## src/sv/datt_pkg.sv

```systemverilog
// ----------------------------------------------------------------------------
// datt_pkg
// shared types, widths and codes of the dual accelerometer turn angle tracker
// ----------------------------------------------------------------------------
package datt_pkg;

    // field widths
    localparam int ACT_W     = 2;
    localparam int SAMP_W    = 16;
    localparam int CFG_W     = 16;
    localparam int CFG_IDX_W = 2;
    localparam int ANGLE_W   = 32;

    // default width of the running angle
    localparam int ANGLE_BITS_DEF = 32;

    // datapath widths
    localparam int FRAC_SH    = 24;                 // diff scaled into q.24 before divide
    localparam int DIV_W      = SAMP_W + FRAC_SH;   // dividend and quotient
    localparam int DIV_STEPS  = DIV_W;
    localparam int ROOT_W     = (DIV_W + 16) / 2;   // root of ratio * 2^16
    localparam int SQRT_STEPS = ROOT_W;
    localparam int SUB_W      = ROOT_W + 2;         // shared compare / subtract width
    localparam int WS_W       = 2 * CFG_W;          // wait_ticks * step_scale
    localparam int PROD_W     = ROOT_W + WS_W;
    localparam int INC_W      = PROD_W - 16;
    localparam int CNT_W      = $clog2(DIV_STEPS);

    // action codes
    localparam logic [ACT_W-1:0] ACT_RIGHT = 2'd0;
    localparam logic [ACT_W-1:0] ACT_LEFT  = 2'd1;
    localparam logic [ACT_W-1:0] ACT_ACK   = 2'd2;
    localparam logic [ACT_W-1:0] ACT_TICK  = 2'd3;

    // register indexes
    localparam logic [CFG_IDX_W-1:0] CFG_SPACING = 2'd0;
    localparam logic [CFG_IDX_W-1:0] CFG_WAIT    = 2'd1;
    localparam logic [CFG_IDX_W-1:0] CFG_STEP    = 2'd2;

    // register reset values
    localparam logic [CFG_W-1:0] RST_SPACING = 16'd256;
    localparam logic [CFG_W-1:0] RST_WAIT    = 16'd1;
    localparam logic [CFG_W-1:0] RST_STEP    = 16'd65535;

    // tracker protocol phase
    typedef enum logic [4:0] {
        PH_IDLE       = 5'b00001,
        PH_WAIT_LEFT  = 5'b00010,
        PH_WAIT_RIGHT = 5'b00100,
        PH_WAIT_ACK   = 5'b01000,
        PH_WAITING    = 5'b10000
    } t_phase;

    // arithmetic sequencer
    typedef enum logic [4:0] {
        SQ_IDLE = 5'b00001,
        SQ_DIV  = 5'b00010,
        SQ_SQRT = 5'b00100,
        SQ_MUL  = 5'b01000,
        SQ_ACC  = 5'b10000
    } t_seq;

    // shared unit operands and result
    typedef struct packed {
        logic [SUB_W-1:0] a;
        logic [SUB_W-1:0] b;
    } t_sub_req;

    typedef struct packed {
        logic             ge;
        logic [SUB_W-1:0] diff;
    } t_sub_res;

endpackage

```

## src/sv/datt_in_if.sv

```systemverilog
// ----------------------------------------------------------------------------
// datt_in_if
// input channel: action code and y acceleration sample
// ----------------------------------------------------------------------------
interface datt_in_if;
    logic                                valid;
    logic                                ready;
    logic [datt_pkg::ACT_W-1:0]          action;
    logic signed [datt_pkg::SAMP_W-1:0]  accel_y;

    modport source (output valid, output action, output accel_y, input ready);
    modport sink   (input valid, input action, input accel_y, output ready);
endinterface

```

## src/sv/datt_out_if.sv

```systemverilog
// ----------------------------------------------------------------------------
// datt_out_if
// result channel: sample acknowledge and emitted angle
// ----------------------------------------------------------------------------
interface datt_out_if;
    logic                                valid;
    logic                                ready;
    logic                                sample_taken;
    logic                                angle_valid;
    logic signed [datt_pkg::ANGLE_W-1:0] angle_out;

    modport source (output valid, output sample_taken, output angle_valid,
                    output angle_out, input ready);
    modport sink   (input valid, input sample_taken, input angle_valid,
                    input angle_out, output ready);
endinterface

```

## src/sv/datt_cmp_sub.sv

```systemverilog
// ----------------------------------------------------------------------------
// datt_cmp_sub
// shared compare and subtract unit for the divide and square root steps
// ----------------------------------------------------------------------------
module datt_cmp_sub (
    input  datt_pkg::t_sub_req i_req,
    output datt_pkg::t_sub_res o_res
);
    import datt_pkg::*;

    logic [SUB_W:0] w_wide;

    // borrow out of the top bit means a < b
    assign w_wide     = {1'b0, i_req.a} - {1'b0, i_req.b};
    assign o_res.ge   = ~w_wide[SUB_W];
    assign o_res.diff = w_wide[SUB_W-1:0];

endmodule

```

## src/sv/dual_accel_turn_angle_tracker_top.sv

```systemverilog
// ----------------------------------------------------------------------------
// dual_accel_turn_angle_tracker_top
// turn angle estimate from the y samples of two accelerometers
// ----------------------------------------------------------------------------
// result: a transaction that does not complete a sample pair gives its result
//   in the cycle after acceptance; the one that completes a pair gives it after
//   40 divide steps, 28 root steps, a multiply and an accumulate
// throughput: one transaction at a time; divide and root share one compare / subtract unit
// reset: i_rst_n synchronous active low; clears phase, samples, angle, tick
//   count, result valid, and loads the register reset values
// ----------------------------------------------------------------------------
module dual_accel_turn_angle_tracker_top #(
    parameter int ANGLE_BITS = datt_pkg::ANGLE_BITS_DEF
) (
    input  logic                             i_clk,
    input  logic                             i_rst_n,
    input  logic                             i_cfg_we,
    input  logic [datt_pkg::CFG_IDX_W-1:0]   i_cfg_idx,
    input  logic [datt_pkg::CFG_W-1:0]       i_cfg_data,
    datt_in_if.sink                          i_in,
    datt_out_if.source                       o_out
);
    import datt_pkg::*;

    // accumulate width holds the angle plus the increment with a carry
    localparam int SUM_W = ((ANGLE_BITS > INC_W) ? ANGLE_BITS : INC_W) + 1;
    // extension width for taking the low bits of the output angle
    localparam int EXT_W = (ANGLE_BITS > ANGLE_W) ? ANGLE_BITS : ANGLE_W;
    localparam logic [SUM_W-1:0] MAX_V = (SUM_W'(1) << (ANGLE_BITS - 1)) - SUM_W'(1);

    // configuration registers
    logic [CFG_W-1:0] r_spacing;
    logic [CFG_W-1:0] r_wait;
    logic [CFG_W-1:0] r_step;

    // tracker state
    t_phase                   r_phase, n_phase;
    logic signed [SAMP_W-1:0] r_left, n_left;
    logic signed [SAMP_W-1:0] r_right, n_right;
    logic [ANGLE_BITS-1:0]    r_run, n_run;
    logic [CFG_W-1:0]         r_tick, n_tick;

    // sequencer and datapath
    t_seq              r_seq;
    logic [CNT_W-1:0]  r_cnt;
    logic [DIV_W-1:0]  r_quo;    // dividend in, quotient out, then root operand source
    logic [SUB_W-1:0]  r_rem;
    logic [ROOT_W-1:0] r_root;
    logic [WS_W-1:0]   r_ws;
    logic [PROD_W-1:0] r_prod;

    // result register
    logic                      r_out_valid;
    logic                      r_taken;
    logic                      r_avalid;
    logic signed [ANGLE_W-1:0] r_angle;

    logic                      w_accept;
    logic                      w_taken;
    logic                      w_start;
    logic signed [SAMP_W:0]    w_d;
    logic [SAMP_W:0]           w_abs;
    logic [CFG_W-1:0]          w_div;
    t_sub_req                  w_req;
    t_sub_res                  w_res;
    logic [SUM_W-1:0]          w_sum;
    logic [EXT_W-1:0]          w_run_ext;
    logic [ANGLE_W-1:0]        w_run32;
    logic signed [ANGLE_W-1:0] w_angle;

    // a new transaction is taken when the sequencer is free and the
    // result register is empty or being drained this cycle
    assign i_in.ready = (r_seq == SQ_IDLE) && (!r_out_valid || o_out.ready);
    assign w_accept   = i_in.valid && i_in.ready;

    assign o_out.valid        = r_out_valid;
    assign o_out.sample_taken = r_taken;
    assign o_out.angle_valid  = r_avalid;
    assign o_out.angle_out    = r_angle;

    // protocol phase update for the offered transaction
    always_comb begin
        n_phase = r_phase;
        n_left  = r_left;
        n_right = r_right;
        n_tick  = r_tick;
        w_taken = 1'b0;
        unique case (i_in.action)
            ACT_RIGHT: begin
                if (r_phase == PH_IDLE || r_phase == PH_WAIT_RIGHT) begin
                    n_right = i_in.accel_y;
                    w_taken = 1'b1;
                    n_phase = (r_phase == PH_IDLE) ? PH_WAIT_LEFT : PH_WAIT_ACK;
                end
            end
            ACT_LEFT: begin
                if (r_phase == PH_IDLE || r_phase == PH_WAIT_LEFT) begin
                    n_left  = i_in.accel_y;
                    w_taken = 1'b1;
                    n_phase = (r_phase == PH_IDLE) ? PH_WAIT_RIGHT : PH_WAIT_ACK;
                end
            end
            ACT_ACK: begin
                if (r_phase == PH_WAIT_ACK) begin
                    n_tick  = '0;
                    n_phase = (r_wait == '0) ? PH_IDLE : PH_WAITING;
                end
            end
            ACT_TICK: begin
                if (r_phase == PH_WAITING) begin
                    // a shortened wait rearms on the first tick past the limit
                    if (r_tick < r_wait) begin
                        n_tick = r_tick + CFG_W'(1);
                    end
                    if (n_tick >= r_wait) begin
                        n_phase = PH_IDLE;
                    end
                end
            end
            default: begin
                n_phase = r_phase;
            end
        endcase
    end

    // second sample of a pair starts the arithmetic
    assign w_start = w_accept && w_taken && (n_phase == PH_WAIT_ACK);

    // |left - right| from the values being stored
    assign w_d   = (SAMP_W + 1)'(n_left) - (SAMP_W + 1)'(n_right);
    assign w_abs = w_d[SAMP_W] ? (SAMP_W + 1)'(-w_d) : w_d;

    // zero spacing counts as one
    assign w_div = (r_spacing == '0) ? CFG_W'(1) : r_spacing;

    // operand select for the shared unit
    always_comb begin
        if (r_seq == SQ_SQRT) begin
            // remainder with the next two operand bits vs. 4 * root + 1
            w_req.a = {r_rem[SUB_W-3:0], r_quo[DIV_W-1 -: 2]};
            w_req.b = {r_root, 2'b01};
        end else begin
            // remainder with the next dividend bit vs. spacing
            w_req.a = SUB_W'({r_rem[CFG_W-1:0], r_quo[DIV_W-1]});
            w_req.b = SUB_W'(w_div);
        end
    end

    datt_cmp_sub u_cmp_sub (
        .i_req (w_req),
        .o_res (w_res)
    );

    // accumulate with saturation at the largest positive angle
    assign w_sum     = SUM_W'(r_run) + SUM_W'(r_prod[PROD_W-1:16]);
    assign n_run     = (w_sum > MAX_V) ? ANGLE_BITS'(MAX_V) : w_sum[ANGLE_BITS-1:0];
    assign w_run_ext = EXT_W'(n_run);
    assign w_run32   = w_run_ext[ANGLE_W-1:0];

    // emitted angle follows the opposite sign of the left sample, zero for zero
    always_comb begin
        if (r_left > 0) begin
            w_angle = -$signed(w_run32);
        end else if (r_left < 0) begin
            w_angle = $signed(w_run32);
        end else begin
            w_angle = '0;
        end
    end

    // control state
    always_ff @(posedge i_clk) begin
        if (!i_rst_n) begin
            r_spacing   <= RST_SPACING;
            r_wait      <= RST_WAIT;
            r_step      <= RST_STEP;
            r_phase     <= PH_IDLE;
            r_left      <= '0;
            r_right     <= '0;
            r_run       <= '0;
            r_tick      <= '0;
            r_seq       <= SQ_IDLE;
            r_cnt       <= '0;
            r_out_valid <= 1'b0;
        end else begin
            if (i_cfg_we) begin
                unique case (i_cfg_idx)
                    CFG_SPACING: r_spacing <= i_cfg_data;
                    CFG_WAIT:    r_wait    <= i_cfg_data;
                    CFG_STEP:    r_step    <= i_cfg_data;
                    default:     r_spacing <= r_spacing;
                endcase
            end

            // result register handshake; the pair result is loaded on accumulate
            if (r_seq == SQ_ACC) begin
                r_out_valid <= 1'b1;
            end else if (w_accept) begin
                r_out_valid <= !w_start;
            end else if (o_out.ready) begin
                r_out_valid <= 1'b0;
            end

            if (w_accept) begin
                r_phase <= n_phase;
                r_left  <= n_left;
                r_right <= n_right;
                r_tick  <= n_tick;
            end

            unique case (r_seq)
                SQ_IDLE: begin
                    if (w_start) begin
                        r_seq <= SQ_DIV;
                        r_cnt <= CNT_W'(DIV_STEPS - 1);
                    end
                end
                SQ_DIV: begin
                    if (r_cnt == '0) begin
                        r_seq <= SQ_SQRT;
                        r_cnt <= CNT_W'(SQRT_STEPS - 1);
                    end else begin
                        r_cnt <= r_cnt - CNT_W'(1);
                    end
                end
                SQ_SQRT: begin
                    if (r_cnt == '0) begin
                        r_seq <= SQ_MUL;
                    end else begin
                        r_cnt <= r_cnt - CNT_W'(1);
                    end
                end
                SQ_MUL: begin
                    r_seq <= SQ_ACC;
                end
                SQ_ACC: begin
                    r_run <= n_run;
                    r_seq <= SQ_IDLE;
                end
                default: begin
                    r_seq <= SQ_IDLE;
                end
            endcase
        end
    end

    // datapath and result payload
    always_ff @(posedge i_clk) begin
        if (w_accept) begin
            r_taken  <= w_taken;
            r_avalid <= 1'b0;
            r_angle  <= '0;
        end

        unique case (r_seq)
            SQ_IDLE: begin
                if (w_start) begin
                    r_quo <= {w_abs[SAMP_W-1:0], FRAC_SH'(0)};
                    r_rem <= '0;
                    r_ws  <= WS_W'(r_wait) * WS_W'(r_step);
                end
            end
            SQ_DIV: begin
                if (r_cnt == '0) begin
                    // divide remainder is not carried into the root
                    r_rem  <= '0;
                    r_root <= '0;
                end else begin
                    r_rem <= w_res.ge ? w_res.diff : w_req.a;
                end
                r_quo <= {r_quo[DIV_W-2:0], w_res.ge};
            end
            SQ_SQRT: begin
                r_rem  <= w_res.ge ? w_res.diff : w_req.a;
                r_root <= {r_root[ROOT_W-2:0], w_res.ge};
                r_quo  <= {r_quo[DIV_W-3:0], 2'b00};
            end
            SQ_MUL: begin
                r_prod <= PROD_W'(r_root) * PROD_W'(r_ws);
            end
            SQ_ACC: begin
                r_taken  <= 1'b1;
                r_avalid <= 1'b1;
                r_angle  <= w_angle;
            end
            default: begin
                r_prod <= r_prod;
            end
        endcase
    end

endmodule
```

## src/flat_wrapper.sv

```systemverilog
// flat-port wrapper written by rule: the top's interface ports become plain ports
module dual_accel_turn_angle_tracker_top_flat import datt_pkg::*;
#(
    parameter int ANGLE_BITS = datt_pkg::ANGLE_BITS_DEF
)
  (i_clk, i_rst_n, i_cfg_we, i_cfg_idx, i_cfg_data, i_in_valid, i_in_action, i_in_accel_y, i_in_ready, o_out_valid, o_out_sample_taken, o_out_angle_valid, o_out_angle_out, o_out_ready);
  datt_in_if i_in_i ();
  datt_out_if o_out_i ();
  input  logic i_clk;
  input  logic i_rst_n;
  input  logic i_cfg_we;
  input  logic [datt_pkg::CFG_IDX_W-1:0] i_cfg_idx;
  input  logic [datt_pkg::CFG_W-1:0] i_cfg_data;
  input wire logic [$bits(i_in_i.valid)-1:0] i_in_valid;
  input wire logic [$bits(i_in_i.action)-1:0] i_in_action;
  input wire logic [$bits(i_in_i.accel_y)-1:0] i_in_accel_y;
  output wire logic [$bits(i_in_i.ready)-1:0] i_in_ready;
  output wire logic [$bits(o_out_i.valid)-1:0] o_out_valid;
  output wire logic [$bits(o_out_i.sample_taken)-1:0] o_out_sample_taken;
  output wire logic [$bits(o_out_i.angle_valid)-1:0] o_out_angle_valid;
  output wire logic [$bits(o_out_i.angle_out)-1:0] o_out_angle_out;
  input wire logic [$bits(o_out_i.ready)-1:0] o_out_ready;
  assign i_in_i.valid = i_in_valid;
  assign i_in_i.action = i_in_action;
  assign i_in_i.accel_y = i_in_accel_y;
  assign i_in_ready = i_in_i.ready;
  assign o_out_valid = o_out_i.valid;
  assign o_out_sample_taken = o_out_i.sample_taken;
  assign o_out_angle_valid = o_out_i.angle_valid;
  assign o_out_angle_out = o_out_i.angle_out;
  assign o_out_i.ready = o_out_ready;
  dual_accel_turn_angle_tracker_top #(.ANGLE_BITS(ANGLE_BITS)) u_core (.i_clk(i_clk), .i_rst_n(i_rst_n), .i_cfg_we(i_cfg_we), .i_cfg_idx(i_cfg_idx), .i_cfg_data(i_cfg_data), .i_in(i_in_i), .o_out(o_out_i));
endmodule
```

## config.mk

```make
export PLATFORM = sky130hd
export DESIGN_NAME = dual_accel_turn_angle_tracker_top_flat
export DESIGN_NICKNAME = d
export VERILOG_FILES = /design/src/sv/datt_pkg.sv /design/src/sv/datt_in_if.sv /design/src/sv/datt_out_if.sv /design/src/sv/datt_cmp_sub.sv /design/src/sv/dual_accel_turn_angle_tracker_top.sv /design/src/flat_wrapper.sv
export SDC_FILE = /design/constraint.sdc
export NUM_CORES = 2
export LEC_CHECK = 0
export BUFFER_PORTS_ARGS = -buffer_cell sky130_fd_sc_hd__buf_4
export CORE_UTILIZATION = 55
export DETAILED_ROUTE_END_ITERATION = 10
export PLACE_DENSITY = 0.82
export SYNTH_ARGS = -nofsm -noshare
export SYNTH_HDL_FRONTEND = slang
export SYNTH_SLANG_ARGS = --single-unit
```

## constraint.sdc

```tcl
create_clock -name i_clk -period 14.85 [get_ports i_clk]
set_input_delay 0.7425 -clock i_clk [delete_from_list [all_inputs] [get_ports i_clk]]
set_output_delay 0.7425 -clock i_clk [all_outputs]
set_load 0.05 [all_outputs]
```

==> flow_summary_export.csv <==
group,metric,value,unit
worst_setup_path,cpPeakStageDelay,1.07,ns
worst_setup_path,setup.worst_path.class,"flip-flop to flip-flop",
floorplanning,row_count,118,
worst_setup_path,cpMaxStageDelayCell,"edfxtp_1",
worst_setup_path,startpoint_type,"flip-flop",
worst_setup_path,reg2reg_from,"u_core.r_root[4]",
clocking,cts_hold_buf,0,
yosys,synth_cell_types,89,
timing,hold_viol_final,0,
yosys,netlist_top_cells_area,"fa_1 (34%), edfxtp_1 (11%), ha_1 (9.3%)",
worst_setup_path,cp_common_cell,"fa_1",
yosys,synth.avg_cell_area,8.96,sq um
worst_setup_path,required,15.20,ns
timing,rsz0062_at_grt,"false",
timing,min_period,9.01,ns
clocking,cts_tree,"yes",
clocking,insertion_delay,0.62,ns
worst_setup_path,crit_path_end_kind,"flip-flop",
yosys,synth_top_area_share,0.340,
worst_setup_path,reg2reg_to,"u_core.r_prod[59]",
drt,remaining_drc_errors,0,
floorplanning,initial_core_util,0.554,
yosys,synth_edf_count,204,
final_layout,utilization,0.583,
worst_setup_path,ff2ff_path_depth,24,
timing,fin_setup_tns,0,ns
grt,grt_max_degree,82,
timing,fin_crit_sh,0.607,
clocking,postCtsSetupBuffers,0,
outcome,status,"finished clean",
drt,drtAntennaViolNets,0,
clocking,clockBufferDepth,3,
yosys,synth-main-ff-cell,"edfxtp_1",
timing,fin_worst_skew,0.0244,ns
placement,dp_hpwl,110,mm
final_layout,nets,7688,
floorplanning,coreArea,103000,sq um
yosys,synth_cells,6402,
timing,slew_violations,0,
grt,grt_first_pass_wirelength,235,mm
clocking,cts_sinks,351,
drt,drt_iter0_markers,3465,
final_layout,mostFrequentLayoutCells,"inv_1 (1202), fa_1 (974), nand2_1 (862)",
yosys,yosysWarningCount,0,
yosys,yosys.area.top_type,"fa_1",
grt,antenna_found_initial,0,
yosys,syn_area,57300,sq um
yosys,async_flop_share,0,
clocking,h-tree-depth,2,
clocking,cts_root_buf,"clkbuf_16",
worst_setup_path,cp_max_fo,33,
worst_setup_path,crit_end,"u_core.r_prod[59]",
yosys,syn_nets,7844,
placement,portBuffers,76,
clocking,post_cts_resized,0,
worst_setup_path,r2r_setup_slack,5.84,ns
grt,grt_pass1_vias,46500,
drt,first_pass_iters,6,
drt,wirelength,141,mm
final_layout,final_common_cell,"inv_1",
worst_setup_path,arrival,9.36,ns
floorplanning,io_pins,77,
clocking,numCtsBuffers,41,
floorplanning,die_area,106000,sq um
floorplanning,die_w,325,um
timing,finalSetupViolations,0,
worst_setup_path,cp-startpoint,"u_core.r_root[4]",
run,maxCapViolations,0,
final_layout,area_growth,5.15,%
grt,track_usage,0.274,
yosys,ys_ff_latch,351,
grt,grt_overflow,0,
timing,max-slew-margin-rel,0.228,
placement,place.gp.congestion,0.935,
final_layout,drive_above_1_share,0.0451,
drt,vias_per_cell,5.70,
worst_setup_path,crit_chain,"and2_1 -> fa_1 -> fa_1 -> inv_1 -> fa_1 -> fa_1 -> inv_1 -> fa_1 -> fa_1 -> inv_1 -> fa_1 -> inv_1 -> ha_1 -> a21o_1 -> a21o_1 -> a21oi_1 -> a21boi_0 -> o311ai_0 -> a21oi_1 -> a31o_2 -> a31oi_1 -> o31ai_1 -> and4_1 -> or3_1",
timing,max_freq,111,MHz
timing,tightest_slew,1.15,ns
clocking,path_clk_slew,0.06,ns
hold_path,hp-class,"input port to flip-flop",
drt,vias,43700,
floorplanning,fp.dieH,325,um
yosys,seq_area_frac_synth,0.158,
drt,wire_per_inst,18.4,um
==> per-layer routing <==
layer	global-route usage	share of wire
met2	0.468	0.49
met1	0.343	0.39
met4	0.122	0.047
met5	0	0
met3	0.0422	0.074
==> kinds of logic (layout without fill, tap and decap cells) <==
kind of cell    Yosys count  after routing  share of synthesized area
buf+inv                1551           1428                      0.102
other cells               0              1                          0
mux                      59             59                     0.0107
xor+xnor                149            149                     0.0228
flops                   351            351                      0.158
fa+ha+maj              1401           1401                      0.433
simple gates           2092           2092                      0.181
compound gates          799            799                     0.0920
==> synth_stat cells (all sizes together), types with 35 or more instances <==
cell type	count
dfxtp	147
mux2i	40
o21ai	154
nor3	60
a21oi	225
a21boi	47
and3	35
nand2	862
and2	644
xnor2	93
clkbuf	338
ha	427
nand3	77
fa	974
edfxtp	204
inv	1202
xor2	56
nor2	211
a21o	89
==> sequential cells by signal, summed over array words and instances (netlist names), 16 cells and up <==
name and flops:
u_core.r_quo 40, u_core.r_prod 44, u_core.r_wait 16, u_core.r_left 16, u_core.r_ws 32, u_core.r_root 28
u_core.r_spacing 16, u_core.r_rem 28, u_core.r_tick 16, u_core.o_out.angle_out 32, u_core.r_right 16, u_core.r_step 16
u_core.r_run 32
==> through the flow <==
step	setup WS, ns	instance area [sq um]	cells	hold WS (ns)
floorplan	7.20	57300	6402	0.413
global placement	5.98	58900	7583	0.421
detailed placement	5.82	58900	7583	0.428
CTS	5.80	60300	7659	0.354
global route	5.42	60300	7659	0.375
finish	5.84	60300	7660	0.360
==> worst min path at each step <==
stage | cells after the start | from | endpoint | slack (ns)
finish | 3 | i_cfg_data[4] | u_core.r_step[4] | 0.36
global route | 3 | i_cfg_data[4] | u_core.r_step[4] | 0.37
CTS | 3 | i_cfg_data[4] | u_core.r_step[4] | 0.35
detailed placement | 2 | u_core.r_run[31] | u_core.r_run[31] | 0.43
global placement | 2 | u_core.r_run[31] | u_core.r_run[31] | 0.42
floorplan | 2 | u_core.r_run[31] | u_core.r_run[31] | 0.41
==> critical path, delay by kind of cell (launching register included) <==
kind / cells / cell delay, ns
AND/OR/NAND/NOR: 3 / 0.86
flip-flops: 1 / 1.07
adder cells (fa/ha/maj): 8 / 3.75
AO/OA/AOI/OAI: 9 / 2.85
buffers and inverters: 4 / 0.22
==> final cells by class <==
| cell class | count | area (sq um) |
|---|---|---|
| sequential | 351 | 9070 |
| clock inverter | 28 | 303 |
| multi-input combinational | 4500 | 42500 |
| antenna | 1 | 2.50 |
| timing repair buffer | 150 | 1130 |
| inverter | 1202 | 4510 |
| clock buffer | 48 | 1080 |
| tap | 1380 | 1730 |
| fill | 8616 | 43200 |
Power is left out: the tool's default activity adds up to more than one toggle a clock period on the data nets, which glitch-free logic cannot reach.
